===== config.mk =====
export PLATFORM = sky130hd
export DESIGN_NAME = hng_norm
export DESIGN_NICKNAME = d
export VERILOG_FILES = /design/src/hw/rtl/heightmap_normal_generator_assert.svh /design/src/hw/rtl/hng_pkg.sv /design/src/hw/rtl/hng_norm.sv
export SDC_FILE = /design/constraint.sdc
export NUM_CORES = 2
export LEC_CHECK = 0
export BUFFER_PORTS_ARGS = -buffer_cell sky130_fd_sc_hd__clkbuf_2
export CAP_MARGIN = 10
export CORE_UTILIZATION = 30
export DETAILED_ROUTE_END_ITERATION = 6
export PLACE_DENSITY = 0.52
export RECOVER_POWER = 50
export SLEW_MARGIN = 20
export SYNTH_ARGS = -nofsm -noshare
export SYNTH_HDL_FRONTEND = slang
export SYNTH_SLANG_ARGS = --single-unit

===== constraint.sdc =====
create_clock -name clk -period 20.5 [get_ports clk]
set_input_delay 0 -clock clk [delete_from_list [all_inputs] [get_ports clk]]
set_output_delay 0 -clock clk [all_outputs]
set_load 0.02 [all_outputs]

===== src/hw/rtl/heightmap_normal_generator_assert.svh =====
// Assertion macros shared by the heightmap normal generator RTL.
`ifndef HEIGHTMAP_NORMAL_GENERATOR_ASSERT_SVH
`define HEIGHTMAP_NORMAL_GENERATOR_ASSERT_SVH

// Same-cycle implication, checked on the local clk and disabled during rst_n.
`define HNG_ASSERT_IMPLIES(label, ante, cons, msg) \
  label: assert property (@(posedge clk) disable iff (!rst_n) (ante) |-> (cons)) \
    else $error(msg);

// Next-cycle implication, checked on the local clk and disabled during rst_n.
`define HNG_ASSERT_NEXT(label, ante, cons, msg) \
  label: assert property (@(posedge clk) disable iff (!rst_n) (ante) |=> (cons)) \
    else $error(msg);

`endif


===== src/hw/rtl/hng_pkg.sv =====
// Shared constants and types of the heightmap normal generator.
`default_nettype none
package hng_pkg;

  localparam int MAX_CELLS  = 256;
  localparam int COL_W      = 8;
  localparam int GRID_W     = 9;
  localparam int HGT_W      = 15;
  localparam int DIFF_W     = 16;
  localparam int RAM_DEPTH  = 2 * MAX_CELLS;
  localparam int RAM_AW     = $clog2(RAM_DEPTH);

  localparam logic [GRID_W-1:0] GRID_RESET = 9'd64;
  localparam logic [GRID_W-1:0] GRID_MIN   = 9'd2;
  localparam logic [GRID_W-1:0] GRID_MAX   = 9'(MAX_CELLS);

  // Height offset: heights are (r*g*b*5 >> 12) - 10240.
  localparam logic signed [DIFF_W-1:0] HGT_OFFSET = 16'sd10240;

  // Square of the fixed y component 2.0 in 1/256 units.
  localparam logic [29:0] Y_SQ = 30'd262144;

  localparam int DIV_STEPS  = 30;
  localparam int SQRT_STEPS = 15;

  typedef logic signed [HGT_W-1:0]  height_t;
  typedef logic signed [DIFF_W-1:0] diff_t;

  typedef struct packed {
    logic signed [15:0] nx;
    logic [14:0]        ny;
    logic signed [15:0] nz;
  } norm_res_t;

endpackage
`default_nettype wire


===== src/hw/rtl/hng_norm.sv =====
// Iterative normalizer: exact rounded Q1.14 components of (dx, 512, dz).
`default_nettype none
module hng_norm
  import hng_pkg::*;
(
  input  wire logic  clk,
  input  wire logic  rst_n,
  input  wire logic  start,
  input  wire diff_t dx,
  input  wire diff_t dz,
  output logic       busy,
  output logic       done,
  output norm_res_t  res
);

  localparam logic [2:0] N_IDLE = 3'd0;
  localparam logic [2:0] N_SQ   = 3'd1;
  localparam logic [2:0] N_SUM  = 3'd2;
  localparam logic [2:0] N_DIV  = 3'd3;
  localparam logic [2:0] N_SQRT = 3'd4;
  localparam logic [2:0] N_DONE = 3'd5;

  logic [2:0]  state_r, state_nxt;
  logic [4:0]  cnt_r;
  diff_t       dx_r, dz_r;
  logic        sx_r, sz_r;
  logic [28:0] sqx_r, sqz_r;
  logic [29:0] l2_r;
  logic [29:0] one_r;
  // Lane a holds the remainder, then the radicand; lane b the quotient, then the root.
  logic [30:0] la_r [3];
  logic [29:0] lb_r [3];
  logic [30:0] la_nxt [3];
  logic [29:0] lb_nxt [3];
  logic [30:0] rem2 [3];
  logic [30:0] trial [3];
  logic [14:0] q [3];
  logic [16:0] qsum [3];
  logic signed [31:0] px, pz;

  assign px = dx_r * dx_r;
  assign pz = dz_r * dz_r;

  always_comb begin
    for (int i = 0; i < 3; i++) begin
      rem2[i]   = {la_r[i][29:0], 1'b0};
      trial[i]  = {1'b0, lb_r[i]} + {1'b0, one_r};
      la_nxt[i] = la_r[i];
      lb_nxt[i] = lb_r[i];
      if (state_r == N_DIV) begin
        if (rem2[i] >= {1'b0, l2_r}) begin
          la_nxt[i] = rem2[i] - {1'b0, l2_r};
          lb_nxt[i] = {lb_r[i][28:0], 1'b1};
        end else begin
          la_nxt[i] = rem2[i];
          lb_nxt[i] = {lb_r[i][28:0], 1'b0};
        end
      end else if (state_r == N_SQRT) begin
        if (la_r[i] >= trial[i]) begin
          la_nxt[i] = la_r[i] - trial[i];
          lb_nxt[i] = (lb_r[i] >> 1) + one_r;
        end else begin
          lb_nxt[i] = lb_r[i] >> 1;
        end
      end
      // The root s gives q as the largest q with 2q-1 <= s.
      qsum[i] = {1'b0, lb_r[i][15:0]} + 17'd1;
      q[i]    = qsum[i][15:1];
    end
  end

  always_comb begin
    state_nxt = state_r;
    case (state_r)
      N_IDLE, N_DONE: begin
        if (start) state_nxt = N_SQ;
      end
      N_SQ:  state_nxt = N_SUM;
      N_SUM: state_nxt = N_DIV;
      N_DIV: begin
        if (cnt_r == 5'(DIV_STEPS - 1)) state_nxt = N_SQRT;
      end
      N_SQRT: begin
        if (cnt_r == 5'(SQRT_STEPS - 1)) state_nxt = N_DONE;
      end
      default: state_nxt = N_IDLE;
    endcase
  end

  always_ff @(posedge clk) begin
    if (!rst_n) begin
      state_r <= N_IDLE;
    end else begin
      state_r <= state_nxt;
    end
  end

  always_ff @(posedge clk) begin
    case (state_r)
      N_IDLE, N_DONE: begin
        if (start) begin
          dx_r <= dx;
          dz_r <= dz;
          sx_r <= dx[15];
          sz_r <= dz[15];
        end
      end
      N_SQ: begin
        sqx_r <= px[28:0];
        sqz_r <= pz[28:0];
      end
      N_SUM: begin
        l2_r     <= {1'b0, sqx_r} + {1'b0, sqz_r} + Y_SQ;
        la_r[0]  <= {2'b00, sqx_r};
        la_r[1]  <= {1'b0, Y_SQ};
        la_r[2]  <= {2'b00, sqz_r};
        lb_r[0]  <= '0;
        lb_r[1]  <= '0;
        lb_r[2]  <= '0;
        cnt_r    <= '0;
      end
      N_DIV: begin
        if (cnt_r == 5'(DIV_STEPS - 1)) begin
          // The quotient becomes the radicand of the square root.
          for (int i = 0; i < 3; i++) begin
            la_r[i] <= {1'b0, lb_nxt[i]};
            lb_r[i] <= '0;
          end
          one_r <= 30'h1000_0000;
          cnt_r <= '0;
        end else begin
          for (int i = 0; i < 3; i++) begin
            la_r[i] <= la_nxt[i];
            lb_r[i] <= lb_nxt[i];
          end
          cnt_r <= cnt_r + 5'd1;
        end
      end
      N_SQRT: begin
        for (int i = 0; i < 3; i++) begin
          la_r[i] <= la_nxt[i];
          lb_r[i] <= lb_nxt[i];
        end
        one_r <= one_r >> 2;
        cnt_r <= cnt_r + 5'd1;
      end
      default: begin
      end
    endcase
  end

  assign busy   = (state_r != N_IDLE) && (state_r != N_DONE);
  assign done   = (state_r == N_DONE);
  assign res.nx = sx_r ? (16'sd0 - $signed({1'b0, q[0]})) : $signed({1'b0, q[0]});
  assign res.ny = q[1];
  assign res.nz = sz_r ? (16'sd0 - $signed({1'b0, q[2]})) : $signed({1'b0, q[2]});

endmodule
`default_nettype wire


# ---- Word-level counts from Yosys, hierarchy flattened
# Memory sizes are Yosys's and may differ from the RTL's.
# Index checks and enable logic that the tools add are counted.
dict set report classes {
  n_addsub 20
  multipliers 2
  magnitude_cmp 6
  eq_ne 11
  n_mux 62
  bitwise_logic 18
  n_reduce_logical 9
}
# operator count
set ops {}
lappend ops {{31-bit two-way mux} 21}
lappend ops {{30-bit two-way mux} 19}
lappend ops {{30-bit by 30-bit adder with 31-bit output} 3}
lappend ops {{31-bit by 30-bit >= comparator with 1-bit output} 3}
lappend ops {{31-bit >= comparator} 3}
lappend ops {{31-bit by 30-bit subtractor with 31-bit output} 3}
lappend ops {{31-bit subtractor} 3}
lappend ops {{29-bit by 30-bit adder with 30-bit output} 3}
lappend ops {{30-bit one-hot mux with 2 select lines} 1}
lappend ops {{16-bit by 16-bit multiplier with 29-bit output} 2}
lappend ops {{16-bit by 1-bit adder with 16-bit output, second input constant} 3}
lappend ops {{16-bit two-way mux} 2}
lappend ops {{1-bit by 15-bit subtractor with 16-bit output, first input constant} 2}
lappend ops {{29-bit by 29-bit adder with 30-bit output} 1}
lappend ops {{30-bit by 19-bit adder with 30-bit output, second input constant} 1}
lappend ops {{1-bit bitwise OR} 18}
lappend ops {{3-bit one-hot mux with 5 select lines} 1}
lappend ops {{5-bit one-hot mux with 3 select lines} 1}
lappend ops {{1-bit two-way mux} 13}
lappend ops {{3-bit two-way mux} 3}
lappend ops {{3-bit by 2-bit == test with 1-bit output, second input constant} 2}
lappend ops {{3-bit == test, second input constant} 2}
lappend ops {{3-bit nonzero test} 2}
lappend ops {{5-bit by 1-bit adder with 5-bit output, second input constant} 1}
lappend ops {{other kinds (13)} 15}
dict set report totals {
  reg_bits 160
  ramBits 183
  inputBits 35
  out_inout_bits 49
  wordCells 140
  mem_count 2
}
# memory words width rd rd_clocked_by_memory_dff wr line_no
set mem_list {}
lappend mem_list {la_r 3 31 3 0 3 hng_norm.sv:31} ;# logic [30:0] la_r [3];
lappend mem_list {lb_r 3 30 3 0 3 hng_norm.sv:32} ;# logic [29:0] lb_r [3];

# ---- Longest topological paths before layout
# An unclocked memory read counts as a cell.
dict set report logic_depth {
  word_depth 9
  depth_mapped 26
}

# ---- Worst setup path after synthesis
# Ideal clock, no wire load.
dict set report synth_timing {
  path_type {register to register}
  startpoint {reg state_r[2]}
  endpoint {mem la_r[0][0] (enable)}
  setup_ps 979
  t_arrival_ps 13467
  required_time_ps 19521
  path_slack_ps 6054
  path_stages_with_launch 4
  n_path_buf 1
  period_less_slack_ps 14446
  path_cell_list {dfxtp_1 -> clkbuf_1 -> nand2b_1 -> o21ai_0}
}
# element line_no
set synth_lines {}
lappend synth_lines {{start: declaration} hng_norm.sv:23} ;# logic [2:0] state_r, state_nxt;
lappend synth_lines {{start signal: assignment} hng_norm.sv:94} ;# state_r <= state_nxt;
lappend synth_lines {{end: declaration} hng_norm.sv:31}

==> out/results.tsv <==
metric	value	unit
Synth Register Bits	324	
die width	410	um
status	finished, violations left	
RSZ-0062 raised after global routing	no	
required time worst endpoint	20.99	ns
# fillers	17300	
flop-to-flop setup slack	9.95	ns
PortBufs	83	
min Tclk post-route	10.55	ns
VDD IR max	336	uV
initial antenna violation count	7	
GR Util All Layers	19.5	%
Worst Path Arrival	11.03	ns
P_sw	5.04	mW
Vias	41700	
CP most frequent cell	clkbuf_1	
Internal	5.08	mW
core footprint	165000	um^2
Reg-to-Reg Start	state_r[2]	
number of global-route vias before repair	42000	
number of gates resized after cts	0	
clock network fraction of total power	9.1	%
sequential share of the synthesized area	19.5	%
Final Max Slew Viols	593	
worst hold path cell count	2	
Critical Path Source	state_r[2]	
die area	168000	um^2
Clock Skew	0.0467	ns
relative slew slack	-303	%
DR vias/cell	5.26	
Hold Crit Start	dx[14]	
CP max stage delay	2.13	ns
max frequency	94.8	MHz
Async S/R FF share, synth	0	%
nets@finish	6681	
GPL Wtd Cong	0.944	
pwr/cell area	186	nW/um^2
Hold Path End	dx_r[14]	
most common flop cell mapped by yosys	edfxtp_1	
Max-cap violations	13	
first-pass GRT wire length	254	mm
part of the power in registers	14.6	%
setup tns final	0	ns
worst setup margin	9.95	ns
drt initial violations	3088	
grt total ovfl	0	
CTS buffer count	48	
CTS tree	done	
total routed wirelength	166	mm
H-tree depth	2	
crit-path cells	clkbuf_1, nand2b_1, nor2_1, clkbuf_1, clkbuf_1, nor2_1, buf_4, a211o_1, a221oi_1	
element type at the critical path end	register	
Gate power share	76.3	%
DRC	8	
largest net degree at the start of global routing	130	
failing checks	design-rule violations, max-capacitance violations, max-slew violations	
clock sinks	324	
worst slew pin tran	6.05	ns
clk buf depth	3	
HP Class	input port to register	
Pleak	23.5	nW
final setup vio count	0	
cell count after synthesis	5721	
Net Sw Frac	49.8	%
clk_lat worst skew	0.66	ns
Slowest cell on crit path	clkbuf_1	
cells on worst reg2reg path	9	
DR WL/cell	20.9	um
dpl ws	13.21	ns
CP Launch Type	register	
critical path class	register to register	
CP Max Fanout	52	
final hold violation count	0	
mapped cell area	49900	um^2
starting density of the core	30.2	%
num ports	84	
Die H	410	um
number of synthesized flops with an enable pin	321	
Mapped Nets	6697	
Syn-to-layout area delta	9.22	%
Site Rows	149	
drt pass-1 iters	7	
Yosys Warn Count	0	
period utilization	51.5	%
mean area per synthesized cell	8.72	um^2
reg2reg end	la_r[0][91]	
fraction of layout cells with a size suffix above 1	4.13	%
hpwl dp	127	mm
DRT antenna net count	0	
CTS root buffer	clkbuf_16	
clk slew on worst S/H paths	0.06	ns
synth unique cells	92	
## layer usage
metal  track usage [%]  vias to the layer above  wire length [um]
met5                 0                        -                38
met4              5.18                        6              4400
met3              1.97                      218              7930
met2              33.9                     1078             80100
met1              25.6                    20500             73600
li1                  -                    19900                 -
## worst max-delay path, delay by kind of cell (launching register included)
family	cells	cell delay (ns)
flip-flops	1	0.30
buffers and inverters	4	6.75
AND/OR/NAND/NOR	3	2.56
AO/OA/AOI/OAI	2	0.67
## layout make-up
class / count / area, um^2 / share of cell area, %
Clock buffer: 51 / 1210 / 2.23
Tap cell: 2189 / 2740 / 5.03
Clock inverter: 39 / 457 / 0.839
Antenna cell: 2 / 5.00 / 0.00919
Inverter: 700 / 2630 / 4.83
Sequential cell: 324 / 9700 / 17.8
Multi-Input combinational cell: 4463 / 36700 / 67.3
Timing Repair Buffer: 168 / 1050 / 1.93
## stage by stage
stage	utilization (%)	cells	instance area [um^2]	total power, mW	hold WS [ns]
after detailed placement	31.9	7809	52600	9.21	0.179
after CTS	33.1	7934	54600	10.2	0.00382
after floorplan	-	5721	49900	7.36	0.0989
after global routing	33.0	7934	54500	11.3	0.0344
after global placement	31.9	7808	52600	9.11	0.176
final	33.0	7936	54500	10.1	0.0539
## power by group through the flow
stage	sequential [mW]	clock (mW)	combinational, mW
global route	1.48	0.963	8.83
global placement	1.48	0	7.64
floorplan	1.33	0	6.02
CTS	1.47	0.944	7.79
finish	1.47	0.923	7.72
detailed placement	1.48	0	7.73
## worst max path at each step
stage | endpoint | slack [ns]
after CTS | sqx_r[28] | 13.18
final | la_r[0][91] | 9.95
after detailed placement | sqx_r[28] | 13.21
after global routing | cnt_r[2] | 9.72
after global placement | sqx_r[28] | 13.30
after floorplan | la_r[0][0] | 6.05
## placed cells by master, fill, tap and decap left out, drive strengths merged, types with 72 or more instances in the layout
cell / count
a211oi: 80
a21o: 143
a21oi: 351
a31oi: 92
and2: 111
clkbuf: 144
edfxtp: 321
fa: 436
ha: 505
inv: 705
nand2: 547
nand3: 105
nor2: 390
nor3: 72
o21ai: 290
xnor2: 290
xor2: 201
## cells by family after synthesis
family / synth area share, %
adders and majority gates: 30.2
muxes: 1.41
other: 0.00752
xor gates and xnor gates: 8.62
and+or+nand+nor: 14.1
DFF: 19.5
AOI/OAI and AO/OA: 19.1
buffers and inverters: 7.14
## registers in the layout, indices dropped and copies added (netlist names)
register and flops:
sqz_r 28, lb_r 90, la_r 93, dz_r 16, cnt_r 5, one_r 15
l2_r 30, sqx_r 28, state_r 3, dx_r 16
## cell usage after synthesis (44+ instances only)
cell | number | area share (%)
and3_1 | 52 | 0.65
nand3_1 | 105 | 1.1
o31ai_1 | 44 | 0.66
nor3_1 | 71 | 0.71
fa_1 | 436 | 18
inv_1 | 699 | 5.3
and2_1 | 111 | 1.4
clkbuf_1 | 190 | 1.4
ha_1 | 505 | 13
a211oi_1 | 79 | 1.2
a31oi_1 | 91 | 1.1
o21ai_0 | 287 | 2.9
mux2i_1 | 49 | 0.98
nand2_1 | 547 | 4.1
nor2b_1 | 53 | 0.66
xnor2_1 | 290 | 5.1
edfxtp_1 | 321 | 19
a21oi_1 | 351 | 3.5
nor2_1 | 387 | 2.9
xor2_1 | 201 | 3.5
nand2b_1 | 56 | 0.70
o21a_1 | 45 | 0.68
a21o_1 | 142 | 2.1
o21bai_1 | 51 | 0.77
## timing repair
action | in CTS | in global routing
hold buffers | 35 | 0
setup buffers | 0 | 0
endpoints found under the hold margin | 35 | 0
Power figures use the tool's default switching activity.
